File: src/design/rcm_pkg.sv
`timescale 1ns / 1ps
`default_nettype none
// ----------------------------------------------------------------------------
// rcm_pkg
// Types and constants shared by the RC capacitance meter sequencer.
// ----------------------------------------------------------------------------
package rcm_pkg;

  // command codes
  localparam logic [1:0] OP_START  = 2'd0;
  localparam logic [1:0] OP_UPDATE = 2'd1;
  localparam logic [1:0] OP_STOP   = 2'd2;

  // status codes reported in the result word
  localparam logic [2:0] STAT_IDLE     = 3'd0;
  localparam logic [2:0] STAT_DIS      = 3'd1;
  localparam logic [2:0] STAT_DIS_PRE  = 3'd2;
  localparam logic [2:0] STAT_MEAS     = 3'd3;
  localparam logic [2:0] STAT_VALID    = 3'd4;
  localparam logic [2:0] STAT_BELOW    = 3'd5;
  localparam logic [2:0] STAT_ABOVE    = 3'd6;
  localparam logic [2:0] STAT_DIS_FAIL = 3'd7;

  // configuration register indexes
  localparam logic [2:0] REG_TARGET_LEVEL       = 3'd0;
  localparam logic [2:0] REG_DISCHARGED_LEVEL   = 3'd1;
  localparam logic [2:0] REG_STABLE_TIME_MS     = 3'd2;
  localparam logic [2:0] REG_DISCHARGE_LIMIT_MS = 3'd3;
  localparam logic [2:0] REG_FINE_LIMIT_US      = 3'd4;
  localparam logic [2:0] REG_COARSE_LIMIT_US    = 3'd5;
  localparam logic [2:0] REG_FINE_SCALE         = 3'd6;
  localparam logic [2:0] REG_COARSE_SCALE       = 3'd7;

  // fixed thresholds
  localparam logic [9:0]  CHARGED_LEVEL = 10'd100;
  localparam logic [47:0] MIN_PF        = 48'd100;
  localparam logic [47:0] MAX_PF        = 48'd1000000000;

  typedef struct packed {
    logic [1:0]  opcode;
    logic [9:0]  adc_sample;
    logic [31:0] now_us;
    logic [31:0] now_ms;
  } rcm_in_t;

  typedef struct packed {
    logic [2:0]  status;
    logic        was_charged;
    logic [47:0] capacitance_pf;
    logic        fine_active;
    logic        drive_fine;
    logic        drive_coarse;
    logic        drive_discharge;
  } rcm_out_t;

  typedef struct packed {
    logic [9:0]  target_level;
    logic [9:0]  discharged_level;
    logic [15:0] stable_time_ms;
    logic [15:0] discharge_limit_ms;
    logic [31:0] fine_limit_us;
    logic [31:0] coarse_limit_us;
    logic [31:0] fine_scale;
    logic [31:0] coarse_scale;
  } rcm_cfg_t;

endpackage
`default_nettype wire

File: src/design/rc_capacitance_meter_sequencer_top.sv
`timescale 1ns / 1ps
`default_nettype none
// ----------------------------------------------------------------------------
// rc_capacitance_meter_sequencer_top
// RC time-constant capacitance measurement sequencer: discharge, charge on
// fine or coarse range, compute and classify picofarads.
// ----------------------------------------------------------------------------
//
//  channel   handshake             payload    role
//  in        in_valid / in_ready   in_word    start, update or stop command
//  out       out_valid / out_ready out_word   one status word per command
//  cfg       cfg_we                cfg_idx,   register write, no wait
//                                  cfg_data
//
//  Sustains one word per cycle while out_ready stays high. A word passes from
//  the input register through the state update (subtract, one 32x32
//  multiply, compares) into the state registers, then the range
//  classification into the output register.
//  Reset is synchronous; it empties all stages and restores register defaults.
//  Each stage advances when the stage after it is empty or being emptied, so
//  a stalled output holds only as much as fills the pipe.
//
module rc_capacitance_meter_sequencer_top
  import rcm_pkg::*;
(
  input  wire logic        clk,
  input  wire logic        rst,
  input  wire logic        in_valid,
  output logic             in_ready,
  input  wire rcm_in_t     in_word,
  output logic             out_valid,
  input  wire logic        out_ready,
  output rcm_out_t         out_word,
  input  wire logic        cfg_we,
  input  wire logic [2:0]  cfg_idx,
  input  wire logic [31:0] cfg_data
);

  rcm_cfg_t cfg;
  rcm_out_t res;

  rcm_in_t  a_word;
  logic     a_valid;
  logic     mid_valid;     // state holds a result not yet moved to output
  logic     out_free;
  logic     mid_free;
  logic     a_go;

  // output register takes a word when empty or being drained
  assign out_free = !out_valid || out_ready;
  assign mid_free = !mid_valid || out_free;
  // apply the held command once the state's last result has moved on
  assign a_go     = a_valid && mid_free;
  assign in_ready = !a_valid || mid_free;

  rcm_cfg_regs u_cfg (
    .clk      (clk),
    .rst      (rst),
    .cfg_we   (cfg_we),
    .cfg_idx  (cfg_idx),
    .cfg_data (cfg_data),
    .cfg      (cfg)
  );

  rcm_seq_core u_core (
    .clk  (clk),
    .rst  (rst),
    .go   (a_go),
    .item (a_word),
    .cfg  (cfg),
    .res  (res)
  );

  // input register
  always_ff @(posedge clk) begin
    if (rst) begin
      a_valid <= 1'b0;
    end else if (in_ready) begin
      a_valid <= in_valid;
    end
  end

  always_ff @(posedge clk) begin
    if (in_ready && in_valid) begin
      a_word <= in_word;
    end
  end

  // mark a pending result when a command updates the state
  always_ff @(posedge clk) begin
    if (rst) begin
      mid_valid <= 1'b0;
    end else if (mid_free) begin
      mid_valid <= a_go;
    end
  end

  // output register: snapshot the state before the next command lands
  always_ff @(posedge clk) begin
    if (rst) begin
      out_valid <= 1'b0;
    end else if (out_free) begin
      out_valid <= mid_valid;
    end
  end

  always_ff @(posedge clk) begin
    if (out_free && mid_valid) begin
      out_word <= res;
    end
  end

endmodule
`default_nettype wire

File: src/design/rcm_cfg_regs.sv
`timescale 1ns / 1ps
`default_nettype none
// ----------------------------------------------------------------------------
// rcm_cfg_regs
// Configuration register file, written by index, no read-back.
// ----------------------------------------------------------------------------
module rcm_cfg_regs
  import rcm_pkg::*;
(
  input  wire logic        clk,
  input  wire logic        rst,
  input  wire logic        cfg_we,
  input  wire logic [2:0]  cfg_idx,
  input  wire logic [31:0] cfg_data,
  output rcm_cfg_t         cfg
);

  always_ff @(posedge clk) begin
    if (rst) begin
      cfg.target_level       <= 10'd647;
      cfg.discharged_level   <= 10'd5;
      cfg.stable_time_ms     <= 16'd50;
      cfg.discharge_limit_ms <= 16'd5000;
      cfg.fine_limit_us      <= 32'd1000000;
      cfg.coarse_limit_us    <= 32'd10000000;
      cfg.fine_scale         <= 32'd65536;
      cfg.coarse_scale       <= 32'd65536000;
    end else if (cfg_we) begin
      case (cfg_idx)
        REG_TARGET_LEVEL:       cfg.target_level       <= cfg_data[9:0];
        REG_DISCHARGED_LEVEL:   cfg.discharged_level   <= cfg_data[9:0];
        REG_STABLE_TIME_MS:     cfg.stable_time_ms     <= cfg_data[15:0];
        REG_DISCHARGE_LIMIT_MS: cfg.discharge_limit_ms <= cfg_data[15:0];
        REG_FINE_LIMIT_US:      cfg.fine_limit_us      <= cfg_data;
        REG_COARSE_LIMIT_US:    cfg.coarse_limit_us    <= cfg_data;
        REG_FINE_SCALE:         cfg.fine_scale         <= cfg_data;
        REG_COARSE_SCALE:       cfg.coarse_scale       <= cfg_data;
        default: ;
      endcase
    end
  end

endmodule
`default_nettype wire

File: src/design/rcm_seq_core.sv
`timescale 1ns / 1ps
`default_nettype none
// ----------------------------------------------------------------------------
// rcm_seq_core
// Measurement state, one command applied per enabled cycle; result word is
// formed from the current state.
// ----------------------------------------------------------------------------
module rcm_seq_core
  import rcm_pkg::*;
(
  input  wire logic     clk,
  input  wire logic     rst,
  input  wire logic     go,
  input  wire rcm_in_t  item,
  input  wire rcm_cfg_t cfg,
  output rcm_out_t      res
);

  typedef enum logic [6:0] {
    PH_IDLE    = 7'b0000001,
    PH_DIS     = 7'b0000010,
    PH_DIS_PRE = 7'b0000100,
    PH_MEAS    = 7'b0001000,
    PH_DONE    = 7'b0010000,  // capacitance taken, class follows from value
    PH_TIMEOUT = 7'b0100000,  // coarse range ran out
    PH_FAIL    = 7'b1000000
  } rcm_phase_t;

  rcm_phase_t  phase, phase_next;
  logic        precharged, precharged_next;
  logic        fine_sel, fine_sel_next;
  logic [31:0] charge_start_us, charge_start_us_next;
  logic [31:0] dis_start_ms, dis_start_ms_next;
  logic [31:0] low_since_ms, low_since_ms_next;
  logic        low_valid, low_valid_next;
  logic [47:0] measured_pf, measured_pf_next;

  logic [31:0] elapsed_us;
  logic [31:0] low_ref_ms;
  logic [31:0] limit_us;
  logic [31:0] scale;
  logic [63:0] product;

  assign elapsed_us = item.now_us - charge_start_us;
  assign low_ref_ms = low_valid ? low_since_ms : item.now_ms;
  assign limit_us   = fine_sel ? cfg.fine_limit_us : cfg.coarse_limit_us;
  assign scale      = fine_sel ? cfg.fine_scale : cfg.coarse_scale;
  assign product    = {32'd0, elapsed_us} * {32'd0, scale};

  always_comb begin
    phase_next           = phase;
    precharged_next      = precharged;
    fine_sel_next        = fine_sel;
    charge_start_us_next = charge_start_us;
    dis_start_ms_next    = dis_start_ms;
    low_since_ms_next    = low_since_ms;
    low_valid_next       = low_valid;
    measured_pf_next     = measured_pf;
    case (item.opcode)
      OP_START: begin
        measured_pf_next  = 48'd0;
        precharged_next   = item.adc_sample > CHARGED_LEVEL;
        fine_sel_next     = 1'b1;
        dis_start_ms_next = item.now_ms;
        low_valid_next    = 1'b0;
        phase_next        = (item.adc_sample > CHARGED_LEVEL) ? PH_DIS_PRE : PH_DIS;
      end
      OP_STOP: begin
        phase_next = PH_IDLE;
      end
      OP_UPDATE: begin
        if (phase == PH_DIS || phase == PH_DIS_PRE) begin
          if (item.adc_sample <= cfg.discharged_level) begin
            low_since_ms_next = low_ref_ms;
            low_valid_next    = 1'b1;
            if ((item.now_ms - low_ref_ms) >= {16'd0, cfg.stable_time_ms}) begin
              phase_next           = PH_MEAS;
              charge_start_us_next = item.now_us;
            end
          end else begin
            low_valid_next = 1'b0;
          end
          // the timeout wins over a charge begun by the same sample
          if ((item.now_ms - dis_start_ms) >= {16'd0, cfg.discharge_limit_ms}) begin
            phase_next = PH_FAIL;
          end
        end else if (phase == PH_MEAS) begin
          if (item.adc_sample >= cfg.target_level) begin
            // product never exceeds 48 bits after the 16.16 shift
            measured_pf_next = product[63:16];
            phase_next       = PH_DONE;
          end else if (elapsed_us >= limit_us) begin
            if (fine_sel) begin
              fine_sel_next     = 1'b0;
              dis_start_ms_next = item.now_ms;
              low_valid_next    = 1'b0;
              phase_next        = PH_DIS;
            end else begin
              phase_next = PH_TIMEOUT;
            end
          end
        end
      end
      default: ;
    endcase
  end

  always_ff @(posedge clk) begin
    if (rst) begin
      phase           <= PH_IDLE;
      precharged      <= 1'b0;
      fine_sel        <= 1'b1;
      charge_start_us <= 32'd0;
      dis_start_ms    <= 32'd0;
      low_since_ms    <= 32'd0;
      low_valid       <= 1'b0;
      measured_pf     <= 48'd0;
    end else if (go) begin
      phase           <= phase_next;
      precharged      <= precharged_next;
      fine_sel        <= fine_sel_next;
      charge_start_us <= charge_start_us_next;
      dis_start_ms    <= dis_start_ms_next;
      low_since_ms    <= low_since_ms_next;
      low_valid       <= low_valid_next;
      measured_pf     <= measured_pf_next;
    end
  end

  always_comb begin
    case (phase)
      PH_IDLE:    res.status = STAT_IDLE;
      PH_DIS:     res.status = STAT_DIS;
      PH_DIS_PRE: res.status = STAT_DIS_PRE;
      PH_MEAS:    res.status = STAT_MEAS;
      PH_DONE: begin
        if (measured_pf < MIN_PF) begin
          res.status = STAT_BELOW;
        end else if (measured_pf > MAX_PF) begin
          res.status = STAT_ABOVE;
        end else begin
          res.status = STAT_VALID;
        end
      end
      PH_TIMEOUT: res.status = STAT_ABOVE;
      PH_FAIL:    res.status = STAT_DIS_FAIL;
      default:    res.status = STAT_IDLE;
    endcase
    res.was_charged     = precharged;
    res.capacitance_pf  = measured_pf;
    res.fine_active     = fine_sel;
    res.drive_fine      = (phase == PH_MEAS) && fine_sel;
    res.drive_coarse    = (phase == PH_MEAS) && !fine_sel;
    res.drive_discharge = (phase == PH_DIS) || (phase == PH_DIS_PRE);
  end

endmodule
`default_nettype wire

File: config.mk
export PLATFORM = sky130hd
export DESIGN_NAME = rc_capacitance_meter_sequencer_top
export DESIGN_NICKNAME = d
export VERILOG_FILES = /design/src/design/rcm_pkg.sv /design/src/design/rc_capacitance_meter_sequencer_top.sv /design/src/design/rcm_cfg_regs.sv /design/src/design/rcm_seq_core.sv
export SDC_FILE = /design/constraint.sdc
export NUM_CORES = 2
export LEC_CHECK = 0
export ABC_AREA = 0
export BUFFER_PORTS_ARGS = -buffer_cell sky130_fd_sc_hd__buf_2
export CORE_MARGIN = 3
export CORE_UTILIZATION = 58
export CTS_BUF_LIST = sky130_fd_sc_hd__clkbuf_16
export DETAILED_ROUTE_END_ITERATION = 6
export PLACE_DENSITY_LB_ADDON = 0.12
export SLEW_MARGIN = 20
export SYNTH_ARGS = -nofsm -noshare
export SYNTH_HDL_FRONTEND = slang
export SYNTH_SLANG_ARGS = --single-unit
File: constraint.sdc
create_clock -name clk -period 13.9 [get_ports clk]
set_clock_uncertainty 0.15 [all_clocks]
set_input_delay 1.39 -clock clk [delete_from_list [all_inputs] [get_ports clk]]
set_output_delay 1.39 -clock clk [all_outputs]
set_load 0.05 [all_outputs]
==> impl_metrics.yaml <==
status:
  status: "finished clean"
synth:
  netlist_instances: 6364
  ys.flop_type: "dfxtp_1"
  synth-simple-area-share: 0.1507
  synth.distinct_cells: 88
  ys_top_cells_by_count: "1061 x inv_1, 934 x nand2_1, 898 x fa_1"
  yosys-mux-area-fraction: 0.03746
  syn_area_per_cell_um2: 8.853
  syn_nets: 7819
  synth-async-reset-ratio: 0
  netlist_top_cells_area: "fa_1 32%, dfxtp_1 12%, ha_1 9.8%"
  syn_area_um2: 56340
  synth_top_family_by_area: "adder cells"
  synth_xor_area_frac: 0.01850
  yosysMostFrequentCell: "inv_1"
  yosysTopAreaCellShare: 0.3191
  synth-compound-area-share: 0.09360
  synth_edf_count: 132
  yosysWarnings: 0
  yosysSeqAreaShare: 0.1901
  synthAdderAreaFrac: 0.4170
  synth_top_cell_by_area: "fa_1"
  ys_seq_elements: 469
clock_tree:
  cts_resized: 0
  h-tree-depth: 2
  clkLatencyLatePin_ns: 0.67
  post_cts_buffers: 0
  numCtsBuffers: 53
  clockBufferDepth: 3
  clk_pin_slew_worst_paths_ns: 0.06
  cts_tree: "yes"
  clockRootBuffer: "clkbuf_16"
  ctsHoldBuffers: 0
  numClockSinks: 469
place:
  place_hpwl_um: 135200
  io_buffers: 173
  dpl.cell_count: 7591
  gp_congestion: 0.9730
hold_path:
  worst_hold_path_type: "reg2reg"
grt:
  antenna_found_initial: 12
  use_met2: 0.5480
  grtUsageMet3: 0.08605
  use_met1: 0.4670
  grt_pass1_vias: 45790
  grt_busiest_layer: "met2"
  grt_max_degree: 112
  grt_pass1_wl_um: 271200
  track_usage: 0.3502
  gr-total-overflow: 0
floorplan:
  die-width_um: 317.7
  die_h_um: 317.7
  start_util: 0.5886
  io-pin-count: 174
  row_count: 113
  fp.dieArea_um2: 100900
  core_area_um2: 95720
routing:
  post_drt_via_cell_ratio: 5.891
  antenna_left: 0
  wl_per_cell_um: 22.86
  drc: 0
  vias: 45360
  drtIter0Drc: 4200
  first_pass_iters: 6
  routed_wl_um: 176100
worst_setup_path:
  cp_common_cell: "fa_1"
  critical_path_class: "reg2reg"
  critPathArrivalTime_ns: 12.75
  path_max_fanout: 18
  cp_slowest_cell: "clkinv_1"
  end_kind: "flop"
  worst-path-buf-inv: 9
  critical-path-top-delay-family: "adder cells"
  critPathMaxStageDelay_ns: 0.68
  start_kind: "flop"
  required_ns: 14.27
sta:
  max_freq_ghz: 0.08080
  rsz0062_at_grt: "no"
  worst_pin_slew_ns: 1.214
  setup_viol: 0
  fin_crit_sh: 0.8904
  drv_slew: 0
  setup_tns_ns: 0
  max_slew_margin: 0.1737
  min_period_ns: 12.38
  hold_violations: 0
pwr:
  power_density_nw_per_um2: 91.47
  ir_worst_vdd_uv: 105.8
  total_power_uw: 5535
  leakage_uw: 0.02871
flow_run:
  drv_cap: 0
final_layout:
  syn_to_final_growth_pct: 7.399
  final_cell_count_no_fill: 7701
  layout.nets: 7837
  drive_gt1_frac: 0.07158
[path summary, 6_finish.rpt]
kind | end | cells after the start | slack [ns] | startpoint
worst max-delay path | u_core.measured_pf[47]$_SDFFE_PP0P_ | 43 | 1.52 | a_word[32]$_DFFE_PP_
worst min-delay path | out_word[52]$_DFFE_PP_ | 0 | 0.30 | u_core.precharged$_SDFFE_PP0P_
worst max register to register | u_core.measured_pf[47]$_SDFFE_PP0P_ | 43 | 1.52 | a_word[32]$_DFFE_PP_
worst min register to register | out_word[52]$_DFFE_PP_ | 0 | 0.30 | u_core.precharged$_SDFFE_PP0P_
[per-layer routing]
metal / wire (um) / up-vias / share of wire
met4: 9628 / 2 / 0.055
met5: 11 / - / 0.000062
met2: 78000 / 2300 / 0.44
met1: 69020 / 22370 / 0.39
met3: 19420 / 544 / 0.11
li1: - / 20150 / -
[placed cells by master, fill, tap and decap left out, drive strengths merged, types with 15 or more instances in the layout]
master and n:
inv 1077, nand2 934, fa 898, nor2 756
ha 441, dfxtp 337, a21oi 311, buf 268
mux2i 170, edfxtp 132, o21ai 114, a21o 100
xnor2 79, clkbuf 55, nand3 50, a211oi 49
nand4 47, nand2b 44, nor3 40, xor2 40
mux2 36, clkinv 36, o21a 33, nor2b 33
nand3b 28, a22o 28, and2 28, a22oi 22
a31oi 22, o211ai 20, a211o 19, o21bai 15
and3 15
[power breakdown]
group	switching, uW	internal, uW	leakage [uW]
Combinational	1790	900	0.0239
Clock	612	751	0.000860
Sequential	32.4	1450	0.00397
Total	2440	3100	0.0287
[final cells by class]
| type | count | area, um^2 |
|---|---|---|
| multi-input combinational | 4517 | 40860 |
| tap | 1265 | 1583 |
| clock inverter | 45 | 341.6 |
| sequential | 469 | 10720 |
| antenna | 10 | 25.02 |
| clock buffer | 54 | 1351 |
| inverter | 1072 | 4024 |
| timing repair buffer | 269 | 1614 |
| fill | 8266 | 35210 |
[per-stage QoR]
stage,area (um^2),hold slack (ns),worst slack (ns),utilization
floorplan,56340,0.2529,3.663,-
global placement,58740,0.2769,1.874,0.6136
detailed placement,58750,0.2786,1.735,0.6138
CTS,60440,0.2933,1.688,0.6314
global route,60490,0.3138,0.9026,0.6320
finish,60510,0.2963,1.523,0.6322
[state kept, by name, indices dropped and copies added, names as in the netlist, 7 cells and up]
| name | flops |
|---|---|
| u_core.measured_pf | 48 |
| u_core.dis_start_ms | 32 |
| u_core.low_since_ms | 32 |
| out_word | 56 |
| u_cfg.cfg | 180 |
| u_core.charge_start_us | 32 |
| u_core.phase | 7 |
| a_word | 76 |
[worst register-to-register path: cells and delay by family (launching register included)]
family / cells / cell delay (ns)
AOI/OAI and AO/OA: 14 / 3.79
DFF: 1 / 0.38
xor gates and xnor gates: 1 / 0.13
buffers and inverters: 9 / 1.33
adders and majority gates: 11 / 4.80
muxes: 1 / 0.29
and+or+nand+nor: 7 / 1.41
[cell families after synthesis]
kind of cell / Yosys count
buffers and inverters: 1378
XOR/XNOR: 119
AND/OR/NAND/NOR: 2032
adder cells (fa/ha/maj): 1339
flip-flops: 469
AO/OA/AOI/OAI: 821
multiplexers: 206
(Power assumes the default switching activity.)
